===== src/hdl/hcbp_pkg.sv =====
// Shared types, constants and helpers of the Huffman code bit packer.
// No dependencies; imported by every module of the block but hcbp_ram.
`timescale 1ns / 1ps

package hcbp_pkg;

    localparam int MAX_CODE_LEN_DEF = 16;
    localparam int CODE_BITS_W      = 16;
    localparam int CODE_LEN_W       = 5;
    localparam int SYM_W            = 8;
    localparam int NUM_SYMBOLS      = 256;
    localparam int BYTE_W           = 8;
    localparam int PAD_W            = 3;
    localparam int MODE_W           = 2;

    // input tdata layout
    localparam int IN_TDATA_W = 32;
    localparam int IN_SYM_LSB = 0;
    localparam int IN_LEN_LSB = IN_SYM_LSB + SYM_W;
    localparam int IN_BITS_LSB = IN_LEN_LSB + CODE_LEN_W;

    // output tdata layout
    localparam int OUT_TDATA_W = 16;

    localparam int QUEUE_DEPTH = 4;
    localparam int QCNT_W      = $clog2(QUEUE_DEPTH + 1);
    localparam int QPTR_W      = $clog2(QUEUE_DEPTH);

    typedef enum logic [MODE_W-1:0] {
        MODE_LOAD   = 2'd0,
        MODE_ENCODE = 2'd1,
        MODE_FLUSH  = 2'd2
    } t_mode;

    typedef struct packed {
        logic [QCNT_W-1:0] count;
        logic              empty;
    } t_q_status;

    // longest code the table holds: parameter limit, capped by code_bits width
    function automatic int f_eff_len(input int max_len);
        return (max_len < CODE_BITS_W) ? max_len : CODE_BITS_W;
    endfunction

endpackage


===== src/hdl/hcbp_back.sv =====
// Back end: buffers code bits, emits one byte per cycle unless stalled.
// Depends on hcbp_pkg.
`timescale 1ns / 1ps

module hcbp_back import hcbp_pkg::*; #(
    parameter int MAX_CODE_LEN = MAX_CODE_LEN_DEF,
    localparam int CW    = f_eff_len(MAX_CODE_LEN),
    localparam int LEN_W = $clog2(CW + 1),
    localparam int CMD_W = 1 + LEN_W + CW
) (
    input  logic                   i_clk,
    input  logic                   i_rst_n,
    input  logic [CMD_W-1:0]       i_cmd,
    input  t_q_status              i_q_status,
    output logic                   o_pop,
    output logic                   o_m_axis_tvalid,
    input  logic                   i_m_axis_tready,
    output logic [OUT_TDATA_W-1:0] o_m_axis_tdata,
    output logic                   o_m_axis_tuser,
    output logic                   o_m_axis_tlast
);

    localparam int BW    = CW + BYTE_W;
    localparam int CNT_W = $clog2(CW + 2 * BYTE_W);

    logic             cmd_flush;
    logic [LEN_W-1:0] cmd_len;
    logic [CW-1:0]    cmd_bits;
    logic [LEN_W-1:0] sh;
    logic [CW-1:0]    code_la;
    logic [BW-1:0]    placed;
    logic [BW-1:0]    m_buf;
    logic [CNT_W-1:0] m_cnt;
    logic             slot_free;

    logic             emit;
    logic [BYTE_W-1:0] e_byte;
    logic [PAD_W-1:0] e_pad;
    logic             e_fin;
    logic             e_last;

    logic [BW-1:0]    r_buf,   n_buf;
    logic [CNT_W-1:0] r_cnt,   n_cnt;
    logic             r_o_valid;
    logic [BYTE_W-1:0] r_o_byte;
    logic [PAD_W-1:0] r_o_pad;
    logic             r_o_fin;
    logic             r_o_last;

    assign cmd_flush = i_cmd[CMD_W-1];
    assign cmd_len   = i_cmd[CW +: LEN_W];
    assign cmd_bits  = i_cmd[CW-1:0];

    // left-align the code, then place it after the bits already buffered
    assign sh      = LEN_W'(CW) - cmd_len;
    assign code_la = cmd_bits << sh;
    assign placed  = {code_la, {BYTE_W{1'b0}}} >> r_cnt[PAD_W-1:0];
    assign m_buf   = r_buf | placed;
    assign m_cnt   = r_cnt + CNT_W'(cmd_len);

    assign slot_free = !r_o_valid || i_m_axis_tready;

    always_comb begin
        n_buf  = r_buf;
        n_cnt  = r_cnt;
        o_pop  = 1'b0;
        emit   = 1'b0;
        e_byte = r_buf[BW-1 -: BYTE_W];
        e_pad  = '0;
        e_fin  = 1'b0;
        e_last = 1'b0;
        if (slot_free) begin
            if (r_cnt >= CNT_W'(BYTE_W)) begin
                emit   = 1'b1;
                e_last = r_cnt < CNT_W'(2 * BYTE_W);
                n_buf  = r_buf << BYTE_W;
                n_cnt  = r_cnt - CNT_W'(BYTE_W);
            end else if (!i_q_status.empty) begin
                o_pop = 1'b1;
                if (cmd_flush) begin
                    if (r_cnt != '0) begin
                        emit   = 1'b1;
                        e_pad  = PAD_W'((PAD_W + 1)'(BYTE_W) - {1'b0, r_cnt[PAD_W-1:0]});
                        e_fin  = 1'b1;
                        e_last = 1'b1;
                    end
                    n_buf = '0;
                    n_cnt = '0;
                end else if (m_cnt >= CNT_W'(BYTE_W)) begin
                    emit   = 1'b1;
                    e_byte = m_buf[BW-1 -: BYTE_W];
                    e_last = m_cnt < CNT_W'(2 * BYTE_W);
                    n_buf  = m_buf << BYTE_W;
                    n_cnt  = m_cnt - CNT_W'(BYTE_W);
                end else begin
                    n_buf = m_buf;
                    n_cnt = m_cnt;
                end
            end
        end
    end

    always_ff @(posedge i_clk) begin
        if (!i_rst_n) begin
            r_buf     <= '0;
            r_cnt     <= '0;
            r_o_valid <= 1'b0;
        end else begin
            r_buf <= n_buf;
            r_cnt <= n_cnt;
            if (emit) begin
                r_o_valid <= 1'b1;
            end else if (i_m_axis_tready) begin
                r_o_valid <= 1'b0;
            end
        end
        if (emit) begin
            r_o_byte <= e_byte;
            r_o_pad  <= e_pad;
            r_o_fin  <= e_fin;
            r_o_last <= e_last;
        end
    end

    assign o_m_axis_tvalid = r_o_valid;
    assign o_m_axis_tdata  = {{(OUT_TDATA_W - PAD_W - BYTE_W){1'b0}}, r_o_pad, r_o_byte};
    assign o_m_axis_tuser  = r_o_fin;
    assign o_m_axis_tlast  = r_o_last;

    a_final_is_last: assert property (@(posedge i_clk) disable iff (!i_rst_n)
        (r_o_valid && r_o_fin) |-> (r_o_last && (r_o_pad != '0)))
        else $error("final byte without tlast or padding");

    a_pad_only_final: assert property (@(posedge i_clk) disable iff (!i_rst_n)
        (r_o_valid && !r_o_fin) |-> (r_o_pad == '0))
        else $error("padding on a non-final byte");

    a_buf_bound: assert property (@(posedge i_clk) disable iff (!i_rst_n)
        r_cnt <= CNT_W'(BW))
        else $error("bit buffer overrun");

endmodule


===== config.mk =====
export PLATFORM = sky130hd
export DESIGN_NAME = hcbp_back
export DESIGN_NICKNAME = d
export VERILOG_FILES = /design/src/hdl/hcbp_pkg.sv /design/src/hdl/hcbp_back.sv
export SDC_FILE = /design/constraint.sdc
export NUM_CORES = 1
export LEC_CHECK = 0
export BUFFER_PORTS_ARGS = -buffer_cell sky130_fd_sc_hd__buf_4
export CAP_MARGIN = 5
export CORE_MARGIN = 2
export CORE_UTILIZATION = 55
export CTS_BUF_LIST = sky130_fd_sc_hd__clkbuf_8
export DETAILED_ROUTE_END_ITERATION = 16
export PLACE_DENSITY = 0.79
export SYNTH_ARGS = -nofsm -noshare
export SYNTH_HDL_FRONTEND = slang
export SYNTH_SLANG_ARGS = --single-unit
export TNS_END_PERCENT = 10

===== constraint.sdc =====
create_clock -name i_clk -period 3.2 [get_ports i_clk]
set_input_delay 0.32 -clock i_clk [delete_from_list [all_inputs] [get_ports i_clk]]
set_output_delay 0.32 -clock i_clk [all_outputs]
set_load 0.02 [all_outputs]

==> impl_results.md, run 1 <==
- Critical path class: input port to flop
- Count of mapped cells out of synthesis: 477
- Minimum setup slack after placement: -0.286 ns
- Count of flip-flops with a built-in enable after synthesis: 13
- Cell row count: 31
- Maximum number of buffers from clock root to sink: 2
- Category of cells accounting for the largest share of critical-path delay: multiplexers
- Buffers inserted by post-CTS timing repair: 0
- Worst Path Arrival: 3.19 ns
- Multi-input gate area: 0.00280 mm2
- Static Leakage: 1.93 nW
- FFs w/ async S/R, synth: 0%
- Detailed router's first-iteration violation count: 522
- Maximum number of pins on one net before global-route repair: 37
- Sequential area share after synthesis: 24.1%
- Clock H-tree levels: 2
- Clock insertion delay at the later pin of the skew report: 0.31 ns
- CTS-repair resized insts: 0
- Critical path fanouts, max: 11
- Port Buf Inserts: 40
- Global routing's busiest layer: met2
- Clock period minus worst slack: 3.00 ns
- Cell area after layout: 0.00466 mm2
- Setup clock skew after layout: 0.0144 ns
- Die Outline Area: 0.00801 mm2
- Hold Vio Cnt, Final: 0
- Worst supply voltage drop on vdd: 0.000258 V
- Element type at the critical path start: input port
- Final-report setup violation count: 0
- Post-detailed-placement cell area: 0.00456 mm2
- Max transition margin: 63.3%
- HPWL after DPL: 8690 um
- Clk root buf: clkbuf_8
- Share of the clock period used by the worst path: 93.6%
- Initial Utilization: 56.1%
- Area of the mapped netlist: 0.00402 mm2
- Most Frequent Cell on Critical Path: buf_4
- RSZ-0062 raised after global routing: false
- Total wire length after detailed routing: 11800 um
- Average wire per standard cell: 18.8 um
- Post-CTS Hold Fix Bufs: 0
- Count of cell types in the netlist: 79
- Core box area: 0.00718 mm2
- Max-slew violation count: 0
- Warnings from Yosys: 0
- Transition at the pin with the smallest max-transition slack: 0.551 ns
- Power density over the cells: 696 mW/mm2
- Slowest cell on the critical path: mux4_1
- Number of synthesized register bits: 42
- Syn Area/Cell: 8.43 um2
- Type of destination of the critical path: flop
- Most frequently used flop master after synthesis: dfxtp_1
- Die boundary width: 89.5 um
- Commonest non-fill, non-tap cell in the layout: buf_4
- Antenna-violating nets left: 0
- Global placer's final weighted congestion: 0.916
- GR Util All Layers: 30.5%
- Minimum setup slack in the final design: 0.204 ns
- CTS Buf Count: 5
- Area added between synthesis and finish: 15.9%
- Initial antenna violation count: 0
- First-pass GRT wire length: 19100 um
- Type of the most critical hold path: input port to flop
- Run status: finished clean
- Share of cells above drive strength 1: 22.8%
- Hold Worst Slack: 0.365 ns
- Vias post-DR: 4282
- Average via count per standard cell: 6.81
- Commonest cells after routing, fill and taps aside: buf_4 (83), nand2_1 (42), nor2_1 (36)
- Initial DRT Pass Iterations: 6
- Antenna cell count: 0
- Data required time at the worst endpoint: 3.39 ns
- Count of buffering cells on the critical path with inverters included: 5
- Vias in the first global route: 3865
- Fmax achieved: 0.334 GHz
- Final layout net count: 567
- Cell breakdown of the critical path: buf_4, inv_1, ha_1, buf_4, mux2i_1, buf_4, nand2_1, o21ai_0, o22ai_1, buf_4, mux4_1, o22ai_1, nand2_1, a32o_1
- Die height: 89.5 um
- Met2 track utilization from global routing: 51.8%
- GRT met3 Usage: 4.99%
- Overflow after GRT: 0
- CTS tree: done
- Clock transition at the registers of the reported paths: 0.08 ns
- Post-detailed-route DRC marker count: 0
- Area used by sequential logic in the layout: 971 um2
- Total I/O pin count: 49
- Met1 layer usage reported by global route: 39.4%
- Count of filler cells inserted in the layout: 605
- Maximum single-stage delay on the critical path: 0.53 ns
- Number of clock sinks: 42
- MaxCap Viol Count: 0
cell families after synthesis:
logic type,synth area share [%]
muxes,16.0
adders and majority gates,2.99
DFF,24.1
AOI/OAI and AO/OA,27.2
xor gates and xnor gates,2.40
buffers and inverters,6.84
and+or+nand+nor,20.3
other,0.0932
layout make-up:
cell class / count / area share [%]
clock inverters: 2 / 0.188
well taps: 99 / 2.66
multi-input cells: 384 / 60.1
flip-flops and latches: 42 / 20.8
repair buffers: 83 / 13.4
clock buffers: 6 / 1.77
inverters: 13 / 1.05
through the flow:
stage | TNS, ns | std cells | util, % | total power, mW
5_1_grt | 0 | 629 | 65.0 | 3.46
3_5_place_dp | -0.680 | 621 | 63.5 | 2.83
3_3_place_gp | -0.421 | 621 | 63.5 | 2.76
4_1_cts | 0 | 629 | 64.8 | 3.19
6_report | 0 | 629 | 65.0 | 3.24
2_1_floorplan | -0.0157 | 481 | - | 2.18
report_power, final:
part	internal (mW)	switching [mW]	leakage (nW)	total [mW]
clock	0.171	0.190	0.0524	0.362
combinational	0.807	1.20	1.51	2.00
sequential	0.769	0.108	0.370	0.877
state kept, by name (all words and copies together), names as in the netlist:
signal           count
r_buf               23
r_o_byte             8
r_cnt                5
r_o_pad              3
o_m_axis_tlast       1
o_m_axis_tuser       1
o_m_axis_tvalid      1
metal layers:
metal	share of wire, %	up-vias
met5	0	-
met4	3.3	0
met3	8.7	46
met2	49	276
met1	39	2029
li1	-	1931
worst min-delay path, cell delays in order:
cell      delay, ns
buf_4          0.10
a21oi_1        0.05
nand2_1        0.07
a21boi_0       0.07
Yosys cell counts (7+ instances only):
| master | n | area (um2) |
|---|---|---|
| a21oi_1 | 28 | 140 |
| and3_1 | 7 | 43.8 |
| clkbuf_1 | 24 | 90.1 |
| dfxtp_1 | 29 | 581 |
| edfxtp_1 | 13 | 390 |
| ha_1 | 8 | 100 |
| inv_1 | 10 | 37.5 |
| mux2i_1 | 22 | 220 |
| mux4_1 | 7 | 184 |
| mux4_2 | 8 | 180 |
| nand2_1 | 42 | 158 |
| nand2b_1 | 7 | 43.8 |
| nor2_1 | 36 | 135 |
| nor2b_1 | 9 | 56.3 |
| nor3_1 | 18 | 90.1 |
| o211ai_1 | 16 | 120 |
| o21ai_0 | 25 | 125 |
| o22ai_1 | 13 | 81.3 |
| or3_1 | 13 | 81.3 |
final timing paths:
path                                    start         endpoint  slack [ns]  cells past startpoint
worst max-delay path                i_cmd[16]        r_buf[15]        0.20                     14
worst min-delay path            i_q_status[0]  o_m_axis_tvalid        0.37                      4
worst max register to register       r_cnt[1]         r_buf[7]        0.43                     11
worst min register to register       r_buf[5]         r_buf[5]        0.50                      2
Power figures use the tool's default switching activity.
==> run 2, diff against run 1 <==
Settings changed: HOLD_SLACK_MARGIN from default to 0.12, PLACE_DENSITY 0.79 to default, PLACE_DENSITY_LB_ADDON from default to 0.08.
==> impl_results.md, run 2 (synthesis results as in run 1) <==
- Max transition margin: 61.8%
- Hold Vio Cnt, Final: 0
- Antenna-violating nets left: 0
- Slowest cell on the critical path: mux4_2
- Run status: finished clean
- Clk root buf: clkbuf_8
- Flip-flop count of the largest register after layout: 23
- Clock period minus worst slack: 2.95 ns
- Number of clock sinks: 42
- Critical path fanouts, max: 11
- Core box area: 0.00718 mm2
- Final layout net count: 570
- GR Util All Layers: 29.4%
- Die height: 89.5 um
- Cell row count: 31
- Average via count per standard cell: 6.58
- Fmax achieved: 0.339 GHz
- Transition at the pin with the smallest max-transition slack: 0.573 ns
- Total wire length after detailed routing: 11600 um
- Buffers inserted by post-CTS timing repair: 0
- CTS Buf Count: 5
- Share of the clock period used by the worst path: 92.3%
- Worst Path Arrival: 3.15 ns
- CTS-repair resized insts: 0
- Post-detailed-route DRC marker count: 0
- Design Power: 3.28 mW
- Area added between synthesis and finish: 17.1%
- Type of the most critical hold path: input port to flop
- Post-detailed-placement cell area: 0.00459 mm2
- Total I/O pin count: 49
- Vias in the first global route: 3682
- Reg with most FFs: r_buf
- Initial DRT Pass Iterations: 5
- Average wire per standard cell: 18.4 um
- Data required time at the worst endpoint: 3.40 ns
- Initial antenna violation count: 0
- Count of buffering cells on the critical path with inverters included: 2
- MaxCap Viol Count: 0
- Cell area after layout: 0.00471 mm2
- Clock insertion delay at the later pin of the skew report: 0.30 ns
- Maximum number of pins on one net before global-route repair: 36
- Commonest cells after routing, fill and taps aside: buf_4 (85), nand2_1 (42), nor2_1 (36)
- First-pass GRT wire length: 18400 um
- Category of cells accounting for the largest share of critical-path delay: multiplexers
- Antenna cell count: 0
- Maximum single-stage delay on the critical path: 0.45 ns
- Detailed router's first-iteration violation count: 474
- Vias post-DR: 4160
- RSZ-0062 raised after global routing: false
- Port Buf Inserts: 40
- Post-CTS Hold Fix Bufs: 0
- Final-report setup violation count: 0
- Top flop regs: r_buf (23), r_o_byte (8), r_cnt (5)
- Static Leakage: 1.95 nW
- Commonest non-fill, non-tap cell in the layout: buf_4
- CTS tree: done
- Clock transition at the registers of the reported paths: 0.08 ns
- Critical path class: input port to flop
- Power density over the cells: 696 mW/mm2
- Cell breakdown of the critical path: buf_4, inv_1, ha_1, xor2_4, mux4_1, mux2i_1, o22ai_2, mux4_2, mux2_4, or3_1, a32o_1
- Die Outline Area: 0.00801 mm2
- Maximum number of buffers from clock root to sink: 2
- Worst supply voltage drop on vdd: 0.000414 V
- Element type at the critical path start: input port
- Max-slew violation count: 0
- Overflow after GRT: 0
- Die boundary width: 89.5 um
- Count of filler cells inserted in the layout: 624
- HPWL after DPL: 8500 um
- Clock H-tree levels: 2
- Setup clock skew after layout: 0.00229 ns
- Share of cells above drive strength 1: 23.1%
- Type of destination of the critical path: flop
- Initial Utilization: 56.1%
- Global placer's final weighted congestion: 0.931
==> run 2: cell type report <==
type                            count  area [um2]  share of cell area (%)
Clock buffer                        5        68.8                    1.46
Clock inverter                      3        41.3                   0.877
Inverter                           13        48.8                    1.04
Multi-Input combinational cell    384        2800                    59.4
Sequential cell                    42         971                    20.6
Tap cell                           99         124                    2.63
Timing Repair Buffer               86         658                    14.0
==> run 2: per-stage QoR <==
| step | instances | hold slack [ns] | setup slack [ns] | utilization (%) | TNS [ns] |
|---|---|---|---|---|---|
| after floorplan | 481 | 0.449 | -0.0157 | - | -0.0157 |
| after global placement | 624 | 0.462 | -0.193 | 64.0 | -0.332 |
| after detailed placement | 624 | 0.476 | -0.204 | 64.0 | -0.482 |
| after CTS | 632 | 0.364 | 0.0922 | 65.5 | 0 |
| after global routing | 632 | 0.410 | 0.00763 | 65.6 | 0 |
| final | 632 | 0.373 | 0.248 | 65.6 | 0 |
==> run 2: per-layer routing <==
metal | vias up | GRT usage, % | routed length (um)
met2 | 226 | 48.8 | 5570
li1 | 1931 | - | -
met1 | 1970 | 39.5 | 4950
met5 | - | 0 | 0
met3 | 33 | 3.42 | 770
met4 | 0 | 10.6 | 316
==> run 2: worst paths after layout <==
check,startpoint,to,slack (ns),cells past startpoint
worst min register to register,r_buf[5],r_buf[5],0.49,2
worst max register to register,r_cnt[1],r_buf[7],0.29,11
worst min-delay path,i_q_status[0],o_m_axis_tvalid,0.37,4
worst max-delay path,i_cmd[16],r_buf[22],0.25,11
==> run 2: worst reg2reg max path: stages (launching register included) <==
cell and delay [ns]:
dfxtp_1 0.46, inv_2 0.07, ha_1 0.20, nor2b_1 0.15, nand2_1 0.09, nand2_1 0.07, or3_1 0.50, inv_1 0.44
nand2_1 0.33, nand2_1 0.29, o2bb2ai_1 0.14, and2_1 0.13
==> run 2: report_power, final <==
group,internal (mW),leakage (nW),switching (mW)
Sequential,0.769,0.370,0.108
Clock,0.230,0.0556,0.200
Combinational,0.795,1.53,1.18
Total,1.79,1.95,1.48
