### src/hdl/hcbp_pkg.sv
// Shared types, constants and helpers of the Huffman code bit packer.
// No dependencies; imported by every module of the block but hcbp_ram.
`timescale 1ns / 1ps

package hcbp_pkg;

    localparam int MAX_CODE_LEN_DEF = 16;
    localparam int CODE_BITS_W      = 16;
    localparam int CODE_LEN_W       = 5;
    localparam int SYM_W            = 8;
    localparam int NUM_SYMBOLS      = 256;
    localparam int BYTE_W           = 8;
    localparam int PAD_W            = 3;
    localparam int MODE_W           = 2;

    // input tdata layout
    localparam int IN_TDATA_W = 32;
    localparam int IN_SYM_LSB = 0;
    localparam int IN_LEN_LSB = IN_SYM_LSB + SYM_W;
    localparam int IN_BITS_LSB = IN_LEN_LSB + CODE_LEN_W;

    // output tdata layout
    localparam int OUT_TDATA_W = 16;

    localparam int QUEUE_DEPTH = 4;
    localparam int QCNT_W      = $clog2(QUEUE_DEPTH + 1);
    localparam int QPTR_W      = $clog2(QUEUE_DEPTH);

    typedef enum logic [MODE_W-1:0] {
        MODE_LOAD   = 2'd0,
        MODE_ENCODE = 2'd1,
        MODE_FLUSH  = 2'd2
    } t_mode;

    typedef struct packed {
        logic [QCNT_W-1:0] count;
        logic              empty;
    } t_q_status;

    // longest code the table holds: parameter limit, capped by code_bits width
    function automatic int f_eff_len(input int max_len);
        return (max_len < CODE_BITS_W) ? max_len : CODE_BITS_W;
    endfunction

endpackage

### src/hdl/hcbp_queue.sv
// Short command queue between front and back end.
// Depends on hcbp_pkg.
`timescale 1ns / 1ps

module hcbp_queue import hcbp_pkg::*; #(
    parameter int WIDTH = 8
) (
    input  logic             i_clk,
    input  logic             i_rst_n,
    input  logic             i_push,
    input  logic [WIDTH-1:0] i_push_data,
    input  logic             i_pop,
    output logic [WIDTH-1:0] o_pop_data,
    output t_q_status        o_status
);

    logic [WIDTH-1:0]  r_mem [QUEUE_DEPTH];
    logic [QPTR_W-1:0] r_wp;
    logic [QPTR_W-1:0] r_rp;
    logic [QCNT_W-1:0] r_count;

    function automatic logic [QPTR_W-1:0] f_inc(input logic [QPTR_W-1:0] p);
        return (p == QPTR_W'(QUEUE_DEPTH - 1)) ? '0 : p + 1'b1;
    endfunction

    always_ff @(posedge i_clk) begin
        if (!i_rst_n) begin
            r_wp    <= '0;
            r_rp    <= '0;
            r_count <= '0;
        end else begin
            if (i_push) begin
                r_wp <= f_inc(r_wp);
            end
            if (i_pop) begin
                r_rp <= f_inc(r_rp);
            end
            if (i_push && !i_pop) begin
                r_count <= r_count + 1'b1;
            end else if (!i_push && i_pop) begin
                r_count <= r_count - 1'b1;
            end
        end
        if (i_push) begin
            r_mem[r_wp] <= i_push_data;
        end
    end

    assign o_pop_data     = r_mem[r_rp];
    assign o_status.count = r_count;
    assign o_status.empty = (r_count == '0);

    a_no_overflow: assert property (@(posedge i_clk) disable iff (!i_rst_n)
        i_push |-> (r_count != QCNT_W'(QUEUE_DEPTH)) || i_pop)
        else $error("queue push while full");

    a_no_underflow: assert property (@(posedge i_clk) disable iff (!i_rst_n)
        i_pop |-> (r_count != '0))
        else $error("queue pop while empty");

    a_count_up: assert property (@(posedge i_clk) disable iff (!i_rst_n)
        (i_push && !i_pop) |=> (r_count == $past(r_count) + 1'b1))
        else $error("queue count did not advance on push");

endmodule

### config.mk
export PLATFORM = sky130hd
export DESIGN_NAME = hcbp_queue
export DESIGN_NICKNAME = d
export VERILOG_FILES = /design/src/hdl/hcbp_pkg.sv /design/src/hdl/hcbp_queue.sv
export SDC_FILE = /design/constraint.sdc
export NUM_CORES = 1
export LEC_CHECK = 0
export BUFFER_PORTS_ARGS = -buffer_cell sky130_fd_sc_hd__buf_2
export CAP_MARGIN = 25
export CORE_MARGIN = 2
export CORE_UTILIZATION = 59
export DETAILED_ROUTE_END_ITERATION = 16
export PLACE_DENSITY = 0.82
export SYNTH_ARGS = -nofsm -noshare
export SYNTH_HDL_FRONTEND = slang
export SYNTH_SLANG_ARGS = --single-unit
### constraint.sdc
create_clock -name i_clk -period 3.8 [get_ports i_clk]
set_input_delay 1.14 -clock i_clk [delete_from_list [all_inputs] [get_ports i_clk]]
set_output_delay 1.14 -clock i_clk [all_outputs]
set_load 0.01 [all_outputs]
==> flow_metrics.env, run 1 <==
export IMPL_crit_required_ns=2.66
export IMPL_cts_tree="done"
export IMPL_row_count=18
export IMPL_comb_power_share_pct=12.0
export IMPL_cts_root_buffer="clkbuf_4"
export IMPL_synth_cell_types=19
export IMPL_seqPwrFrac_pct=60.8
export IMPL_p_int_uw=671
export IMPL_clock_skew_ns=0.00410
export IMPL_synth_area_leaders="edfxtp_1, dfxtp_1, mux4_2"
export IMPL_p_clk_share_pct=27.2
export IMPL_syn_inst=85
export IMPL_clkSinkCount=41
export IMPL_relSlewSlack_pct=63.9
export IMPL_period_share_pct=76.0
export IMPL_grt_max_degree=13
export IMPL_setup_viol=0
export IMPL_p_leak_uw=0.000681
export IMPL_post_cts_buffers=0
export IMPL_cts_max_level=2
export IMPL_core_area_um2=2520
export IMPL_ys_seq_elements=41
export IMPL_n_fill_cell=179
export IMPL_syn_nets=104
export IMPL_nets=132
export IMPL_antenna_cells=0
export IMPL_cap_violations=0
export IMPL_dp_hpwl_um=1660
export IMPL_area_growth_pct=12.8
export IMPL_dp_slack_ns=1.13
export IMPL_grt_pass1_wl_um=3770
export IMPL_synth_area_um2=1610
export IMPL_die_area_um2=3160
export IMPL_path_max_fanout=8
export IMPL_drive_gt1_share_pct=34.2
export IMPL_hold_viol=0
export IMPL_hold_path_class="flip-flop to flip-flop"
export IMPL_timing_final_ws_setup_ns=0.912
export IMPL_grt_pass1_vias=814
export IMPL_grt_use_total_pct=16.8
export IMPL_numCtsBuffers=5
export IMPL_switching_power_uw=199
export IMPL_hold_buffers=0
export IMPL_grt_setup_unrepaired="false"
export IMPL_drcViolationCount=0
export IMPL_p_per_area_nw_per_um2=480
export IMPL_vias=788
export IMPL_r2r_start="r_count[0]$_SDFFE_PN0P_"
export IMPL_vias_per_cell=5.47
export IMPL_fin_crit_ns=2.89
export IMPL_wirelength_um=2300
export IMPL_clk_pin_slew_ns=0.11
export IMPL_dr_first_iter_drc_count=22
export IMPL_start_util_pct=63.7
export IMPL_tightest_slew_ns=0.540
export IMPL_crit_path_end_kind="primary output"
export IMPL_drt_pre_antenna_iters=4
export IMPL_syn_area_per_cell_um2=18.9
export IMPL_arrival_ns=1.75
export IMPL_path_class="flip-flop to primary output"
export IMPL_synth_seq_area_share_pct=71.0
export IMPL_yosys_area_top_type_share_pct=59.8
export IMPL_holdCritStartpoint="r_count[2]$_SDFFE_PN0P_"
export IMPL_switching_share_pct=22.9
export IMPL_finalSetupTns_ns=0
export IMPL_start_kind="flip-flop"
export IMPL_post_cts_resized=0
export IMPL_antenna_left=0
export IMPL_clock_fmax_mhz=346
export IMPL_io_buffers=23
export IMPL_antenna_found_initial=0
export IMPL_io_pins=24
export IMPL_dieWidth_um=56.2
export IMPL_dieHeight_um=56.2
export IMPL_synth_top_area_cell="edfxtp_1"
export IMPL_clock_latency_ns=0.34
export IMPL_wl_per_cell_um=16.0
export IMPL_ir_worst_vdd_mv=0.372
export IMPL_outcome="finished clean"
export IMPL_cts_max_path_buffers=2
export IMPL_grt_overflow=0
export IMPL_ys_warn_count=0
export IMPL_slew_viol_final=0
export IMPL_gp_congestion=0.665
cells in the final DEF (no fill, tap or decap):
| cell type | n |
|---|---|
| and2_1 | 5 |
| nor2b_1 | 5 |
| dfxtp_1 | 9 |
| xnor2_1 | 1 |
| or3_1 | 1 |
| clkinv_2 | 1 |
| o21a_1 | 1 |
| nor2_1 | 1 |
| clkbuf_4 | 5 |
| mux4_2 | 8 |
| clkbuf_8 | 2 |
| fa_1 | 1 |
| a21boi_1 | 1 |
| nor3_1 | 2 |
| ha_1 | 6 |
| buf_2 | 23 |
| mux2i_1 | 4 |
| o21ai_0 | 1 |
| edfxtp_1 | 32 |
| xor2_1 | 1 |
| inv_1 | 4 |
state kept, by name, summed over array words and instances, names as in the netlist, named ones only:
signal / count
r_rp: 2
r_mem: 32
r_wp: 2
r_count: 3
logic make-up (layout without fill, tap and decap cells):
logic type	after synthesis	after routing	synth area share [%]
fa+ha+maj	7	7	5.91
mux	12	12	13.7
compound gates	3	3	1.25
simple gates	14	14	5.14
flops	41	41	71.0
xor+xnor	2	2	1.09
buf+inv	6	35	1.94
metal layers:
layer	vias to the layer above	wire length, um	global-route usage, %
met5	-	0	0
met4	0	41	8.16
met1	387	969	20.7
li1	375	-	-
met3	4	127	5.81
met2	22	1170	26.6
per-stage QoR:
stage / utilization, % / instances / power [uW] / area (um2) / hold slack (ns)
6_report: 71.9 / 144 / 870 / 1810 / 0.542
5_1_grt: 71.9 / 144 / 912 / 1810 / 0.595
4_1_cts: 71.9 / 144 / 879 / 1810 / 0.544
3_5_place_dp: 69.1 / 136 / 645 / 1740 / 0.525
3_3_place_gp: 69.1 / 136 / 639 / 1740 / 0.489
2_1_floorplan: - / 85 / 603 / 1610 / 0.512
power groups by stage:
stage	logic [uW]	clock network, uW	registers, uW
4_1_cts	107	243	529
6_report	104	237	529
3_5_place_dp	106	0	540
5_1_grt	118	261	532
3_3_place_gp	102	0	538
2_1_floorplan	69.6	0	533
final timing paths:
check | to | slack [ns] | cells after the start
min | r_count[2]$_SDFFE_PN0P_ | 0.54 | 2
max | o_pop_data[1] | 0.91 | 2
max reg2reg | r_count[2]$_SDFFE_PN0P_ | 2.26 | 4
min reg2reg | r_count[2]$_SDFFE_PN0P_ | 0.54 | 2
layout make-up:
| type | count | area (um2) | share of cell area, % |
|---|---|---|---|
| clock inverter | 1 | 5.00 | 0.276 |
| timing repair buffer | 23 | 115 | 6.34 |
| clock buffer | 7 | 65.1 | 3.59 |
| sequential | 41 | 1140 | 62.9 |
| inverter | 4 | 15.0 | 0.828 |
| multi-input combinational | 38 | 435 | 24.0 |
| tap | 30 | 37.5 | 2.07 |
worst max-delay path: stages (launching register included):
cell,delay [ns]
dfxtp_1,0.68
mux4_2,0.58
buf_2,0.16
Yosys cell counts:
cell type / instances
inv_1: 4
nor3_1: 2
edfxtp_1: 32
mux2i_1: 4
o21a_1: 1
or3_1: 1
ha_1: 6
fa_1: 1
buf_6: 1
nor2_1: 1
a21boi_1: 1
o21ai_0: 1
dfxtp_1: 9
and2_1: 5
xor2_1: 1
clkbuf_2: 1
mux4_2: 8
nor2b_1: 5
xnor2_1: 1
Note: power is estimated with default switching activity, not from simulation.
==> run 2, diff against run 1 <==
--- a/config.mk
+++ b/config.mk
@@ -8,9 +8,9 @@
 export BUFFER_PORTS_ARGS = -buffer_cell sky130_fd_sc_hd__buf_2
 export CAP_MARGIN = 25
 export CORE_MARGIN = 2
-export CORE_UTILIZATION = 59
+export CORE_UTILIZATION = 55
 export DETAILED_ROUTE_END_ITERATION = 16
-export PLACE_DENSITY = 0.82
+export PLACE_DENSITY = 0.77
 export SYNTH_ARGS = -nofsm -noshare
 export SYNTH_HDL_FRONTEND = slang
 export SYNTH_SLANG_ARGS = --single-unit
==> constraint.sdc (replaced) <==
create_clock -name i_clk -period 3.02 [get_ports i_clk]
set_input_delay 0.906 -clock i_clk [delete_from_list [all_inputs] [get_ports i_clk]]
set_output_delay 0.906 -clock i_clk [all_outputs]
set_load 0.01 [all_outputs]
==> run 2 against run 1 <==
Highest routed layer unchanged. Die area up 6.7%. Via count down 3.4%. First-iteration DRC count down 50%. Total power up 26%. Clock power up 25%. Core utilization down 6.1 points. Setup slack worse by 0.55 ns. Cell count up 0.69%. Sequential share of layout area about the same. Clock skew up 0.0049 ns. Critical path type unchanged.
==> flow_metrics.env, run 2 (same netlist as run 1, synthesis figures left out) <==
export IMPL_outcome="finished clean"
export IMPL_tightest_slew_ns=0.538
export IMPL_use_met2_pct=27.8
export IMPL_cap_violations=0
export IMPL_hold_viol=0
export IMPL_crit_chain="mux4_2 -> buf_2"
export IMPL_period_share_pct=87.9
export IMPL_hold_path_class="flip-flop to flip-flop"
export IMPL_die_area_um2=3370
export IMPL_clock_skew_ns=0.00905
export IMPL_grt_max_degree=13
export IMPL_vias_per_cell=5.25
export IMPL_crit_path_end_kind="primary output"
export IMPL_dieHeight_um=58.1
export IMPL_clk_pin_slew_ns=0.11
export IMPL_dieWidth_um=58.1
export IMPL_vias=761
export IMPL_clock_fmax_mhz=377
export IMPL_cpMaxStageDelayCell="dfxtp_1"
export IMPL_grt_pass1_vias=813
export IMPL_relSlewSlack_pct=64.1
export IMPL_switching_power_uw=250
export IMPL_final_cell_mix="edfxtp_1, buf_2, dfxtp_1, mux4_2, ha_1"
export IMPL_wirelength_um=2360
export IMPL_io_pins=24
export IMPL_top_usage_layer="met2"
export IMPL_setup_viol=0
export IMPL_met1_usage_pct=20.5
export IMPL_nets=132
export IMPL_r2r_setup_slack_ns=1.55
export IMPL_p_per_area_nw_per_um2=602
export IMPL_grt_pass1_wl_um=3880
export IMPL_crit_required_ns=2.11
export IMPL_post_cts_buffers=0
export IMPL_ir_worst_vdd_mv=0.435
export IMPL_p_clk_share_pct=27.1
export IMPL_fin_crit_ns=2.65
export IMPL_gp_congestion=0.693
export IMPL_area_growth_pct=12.9
export IMPL_arrival_ns=1.75
export IMPL_use_met3_pct=5.58
export IMPL_clkSinkCount=41
export IMPL_core_area_um2=2760
export IMPL_clock_latency_ns=0.33
export IMPL_largest_register_ff_count=32
export IMPL_row_count=19
export IMPL_cts_max_path_buffers=2
export IMPL_dp_hpwl_um=1680
export IMPL_finalSetupTns_ns=0
export IMPL_antenna_cells=0
export IMPL_antenna_found_initial=0
export IMPL_wl_per_cell_um=16.3
export IMPL_start_kind="flip-flop"
export IMPL_drt_pre_antenna_iters=4
export IMPL_post_cts_resized=0
export IMPL_start_util_pct=58.3
export IMPL_seqPwrFrac_pct=60.8
export IMPL_reg_top3="r_mem x32, r_count x3"
export IMPL_hold_buffers=0
export IMPL_dr_first_iter_drc_count=11
export IMPL_antenna_left=0
export IMPL_p_int_uw=844
export IMPL_switching_share_pct=22.9
export IMPL_cts_max_level=2
export IMPL_io_buffers=23
export IMPL_cts_root_buffer="clkbuf_4"
export IMPL_max_stage_delay_ns=0.68
export IMPL_drive_gt1_share_pct=34.2
export IMPL_grt_use_total_pct=16.8
export IMPL_layout_commonest_cell="edfxtp_1"
export IMPL_slew_viol_final=0
export IMPL_hold_slack_ns=0.529
export IMPL_comb_power_share_pct=12.0
export IMPL_p_leak_uw=0.000681
export IMPL_cts_tree="done"
export IMPL_top_register="r_mem"
export IMPL_path_class="flip-flop to primary output"
export IMPL_path_max_fanout=8
export IMPL_drcViolationCount=0
export IMPL_grt_setup_unrepaired="false"
export IMPL_grt_overflow=0
export IMPL_numCtsBuffers=5
run 2: metrics by stage:
step | cells | utilization, % | worst slack [ns] | instance area [um2] | power [uW]
5_1_grt | 145 | 65.8 | 0.218 | 1820 | 1150
4_1_cts | 145 | 65.8 | 0.305 | 1820 | 1110
3_5_place_dp | 137 | 63.3 | 0.639 | 1750 | 813
6_report | 145 | 65.8 | 0.366 | 1820 | 1090
2_1_floorplan | 85 | - | 0.851 | 1610 | 759
3_3_place_gp | 137 | 63.3 | 0.693 | 1750 | 805
run 2: layer usage:
metal,vias to the layer above,wire length [um]
met5,-,0
met2,14,1210
met4,0,40
li1,377,-
met3,4,96
met1,366,1010
run 2: worst max-delay path: cells and delay by family (launching register included):
family                 cells  cell delay, ns
flip-flops                 1            0.68
multiplexers               1            0.58
buffers and inverters      1            0.15
run 2: layout make-up:
cell class	count	area, um2
well taps	31	38.8
clock buffers	7	65.1
flip-flops and latches	41	1140
repair buffers	23	115
inverters	4	15.0
clock inverters	1	5.00
multi-input cells	38	435
fillers	208	942
run 2: final timing paths:
check,startpoint,to,cells past startpoint
max,flip-flop,o_pop_data[4],2
min,r_count[2]$_SDFFE_PN0P_,r_count[2]$_SDFFE_PN0P_,2
max reg2reg,r_count[0]$_SDFFE_PN0P_,r_count[2]$_SDFFE_PN0P_,4
min reg2reg,r_count[2]$_SDFFE_PN0P_,r_count[2]$_SDFFE_PN0P_,2
run 2: power by group through the flow:
| stage | combinational (uW) | sequential [uW] | clock, uW |
|---|---|---|---|
| 2_1_floorplan | 87.6 | 671 | 0 |
| 3_3_place_gp | 128 | 677 | 0 |
| 3_5_place_dp | 133 | 680 | 0 |
| 4_1_cts | 134 | 667 | 307 |
| 5_1_grt | 147 | 671 | 330 |
| 6_report | 131 | 665 | 297 |
==> run 3, diff against run 2 <==
--- a/config.mk
+++ b/config.mk
@@ -8,9 +8,9 @@
 export BUFFER_PORTS_ARGS = -buffer_cell sky130_fd_sc_hd__buf_2
 export CAP_MARGIN = 25
 export CORE_MARGIN = 2
-export CORE_UTILIZATION = 55
+export CORE_UTILIZATION = 59
 export DETAILED_ROUTE_END_ITERATION = 16
-export PLACE_DENSITY = 0.77
+export PLACE_DENSITY = 0.82
 export SYNTH_ARGS = -nofsm -noshare
 export SYNTH_HDL_FRONTEND = slang
 export SYNTH_SLANG_ARGS = --single-unit
==> constraint.sdc (replaced) <==
create_clock -name i_clk -period 3.2 [get_ports i_clk]
set_input_delay 0.96 -clock i_clk [delete_from_list [all_inputs] [get_ports i_clk]]
set_output_delay 0.96 -clock i_clk [all_outputs]
set_load 0.01 [all_outputs]
==> run 3 against run 2 <==
First-iteration DRC count increased by 140%. Setup slack gained 0.12 ns. Hold slack better by 0.019 ns. Via count is 3.4% higher. Total power shrank 5.3%. Clock power fell by 4%. Critical endpoint is now o_pop_data[1]. Cell count down 0.69%. Highest routed layer unchanged.
==> flow_metrics.env, run 3 (same netlist as run 1, synthesis figures left out) <==
export IMPL_layout_commonest_cell="edfxtp_1"
export IMPL_nets=132
export IMPL_path_max_fanout=8
export IMPL_io_pins=24
export IMPL_stdcell_area_um2=1810
export IMPL_grt_max_degree=13
export IMPL_antenna_found_initial=0
export IMPL_tightest_slew_ns=0.546
export IMPL_numCtsBuffers=5
export IMPL_dp_hpwl_um=1660
export IMPL_p_int_uw=797
export IMPL_period_share_pct=84.9
export IMPL_start_util_pct=63.7
export IMPL_antenna_left=0
export IMPL_grt_pass1_wl_um=3770
export IMPL_start_kind="flip-flop"
export IMPL_final_cell_mix="edfxtp_1, buf_2, dfxtp_1, mux4_2, ha_1"
export IMPL_crit_required_ns=2.24
export IMPL_clk_pin_slew_ns=0.11
export IMPL_io_buffers=23
export IMPL_vias_per_cell=5.47
export IMPL_hold_buffers=0
export IMPL_area_growth_pct=12.8
export IMPL_multi_input_area_um2=435
export IMPL_clock_fmax_mhz=368
export IMPL_postPlaceCellArea_um2=1740
export IMPL_drt_pre_antenna_iters=4
export IMPL_grt_setup_unrepaired="false"
export IMPL_reg_top3="r_mem x32, r_count x3"
export IMPL_p_per_area_nw_per_um2=571
export IMPL_outcome="finished clean"
export IMPL_die_area_um2=3160
export IMPL_relSlewSlack_pct=63.5
export IMPL_post_cts_resized=0
export IMPL_cap_violations=0
export IMPL_post_cts_buffers=0
export IMPL_crit_path_end_kind="primary output"
export IMPL_cts_max_level=2
export IMPL_clock_latency_ns=0.33
export IMPL_dr_first_iter_drc_count=26
export IMPL_slew_viol_final=0
export IMPL_postLayoutCoreUtil_pct=71.9
export IMPL_top_register="r_mem"
export IMPL_wl_per_cell_um=16.0
export IMPL_path_class="flip-flop to primary output"
export IMPL_vias=787
export IMPL_cts_tree="done"
export IMPL_regArea_um2=1140
export IMPL_clock_skew_ns=0.00237
export IMPL_core_area_um2=2520
export IMPL_dieWidth_um=56.2
export IMPL_cts_root_buffer="clkbuf_4"
export IMPL_hold_viol=0
export IMPL_switching_share_pct=23.1
export IMPL_drcViolationCount=0
export IMPL_finalSetupTns_ns=0
export IMPL_arrival_ns=1.76
export IMPL_fin_crit_ns=2.72
export IMPL_drive_gt1_share_pct=34.2
export IMPL_ir_worst_vdd_mv=0.444
export IMPL_n_fill_cell=172
export IMPL_grt_pass1_vias=824
export IMPL_grt_use_total_pct=16.8
export IMPL_p_leak_uw=0.000681
export IMPL_wirelength_um=2300
export IMPL_largest_register_ff_count=32
export IMPL_row_count=18
export IMPL_gp_congestion=0.664
export IMPL_seqPwrFrac_pct=60.6
export IMPL_dieHeight_um=56.2
export IMPL_grt_overflow=0
export IMPL_hold_path_class="flip-flop to flip-flop"
export IMPL_p_clk_share_pct=27.4
export IMPL_switching_power_uw=239
export IMPL_comb_power_share_pct=12.0
export IMPL_setup_viol=0
export IMPL_cts_max_path_buffers=2
export IMPL_antenna_cells=0
export IMPL_clkSinkCount=41
[run 3: layer usage]
| metal | part of all wire [%] | GRT usage, % | wire (um) |
|---|---|---|---|
| met4 | 1.7 | 8.16 | 38 |
| met5 | 0 | 0 | 0 |
| met3 | 4.7 | 5.81 | 107 |
| met1 | 43 | 20.5 | 982 |
| met2 | 51 | 26.9 | 1170 |
[run 3: cell type report]
type                            instances  share of cell area, %
Tap cell                               30                   2.07
Inverter                                4                  0.828
Multi-Input combinational cell         38                   24.0
Clock inverter                          1                  0.276
Clock buffer                            7                   3.59
Sequential cell                        41                   62.9
Timing Repair Buffer                   23                   6.34
[run 3: worst paths after layout]
check,from,end,slack [ns],depth (start not counted)
max,flip-flop,o_pop_data[1],0.48,2
max reg2reg,r_count[0]$_SDFFE_PN0P_,r_count[2]$_SDFFE_PN0P_,1.67,4
min reg2reg,r_count[2]$_SDFFE_PN0P_,r_count[2]$_SDFFE_PN0P_,0.55,2
min,r_count[2]$_SDFFE_PN0P_,r_count[2]$_SDFFE_PN0P_,0.55,2
[run 3: critical path, cell delays in order (launching register included)]
cell     delay, ns
dfxtp_1       0.68
mux4_2        0.58
buf_2         0.16
[run 3: per-stage QoR]
stage / power, uW / std cells / setup slack (ns) / hold WS, ns
global placement: 759 / 136 / 0.807 / 0.489
detailed placement: 766 / 136 / 0.710 / 0.527
CTS: 1040 / 144 / 0.434 / 0.545
global route: 1080 / 144 / 0.353 / 0.595
floorplan: 716 / 85 / 0.977 / 0.512
finish: 1040 / 144 / 0.483 / 0.548
[run 3: power by group through the flow]
stage | combinational (uW) | clock [uW] | sequential, uW
after global placement | 121 | 0 | 639
after detailed placement | 125 | 0 | 641
after global routing | 140 | 310 | 632
after CTS | 127 | 289 | 629
after floorplan | 82.7 | 0 | 633
final | 124 | 284 | 628
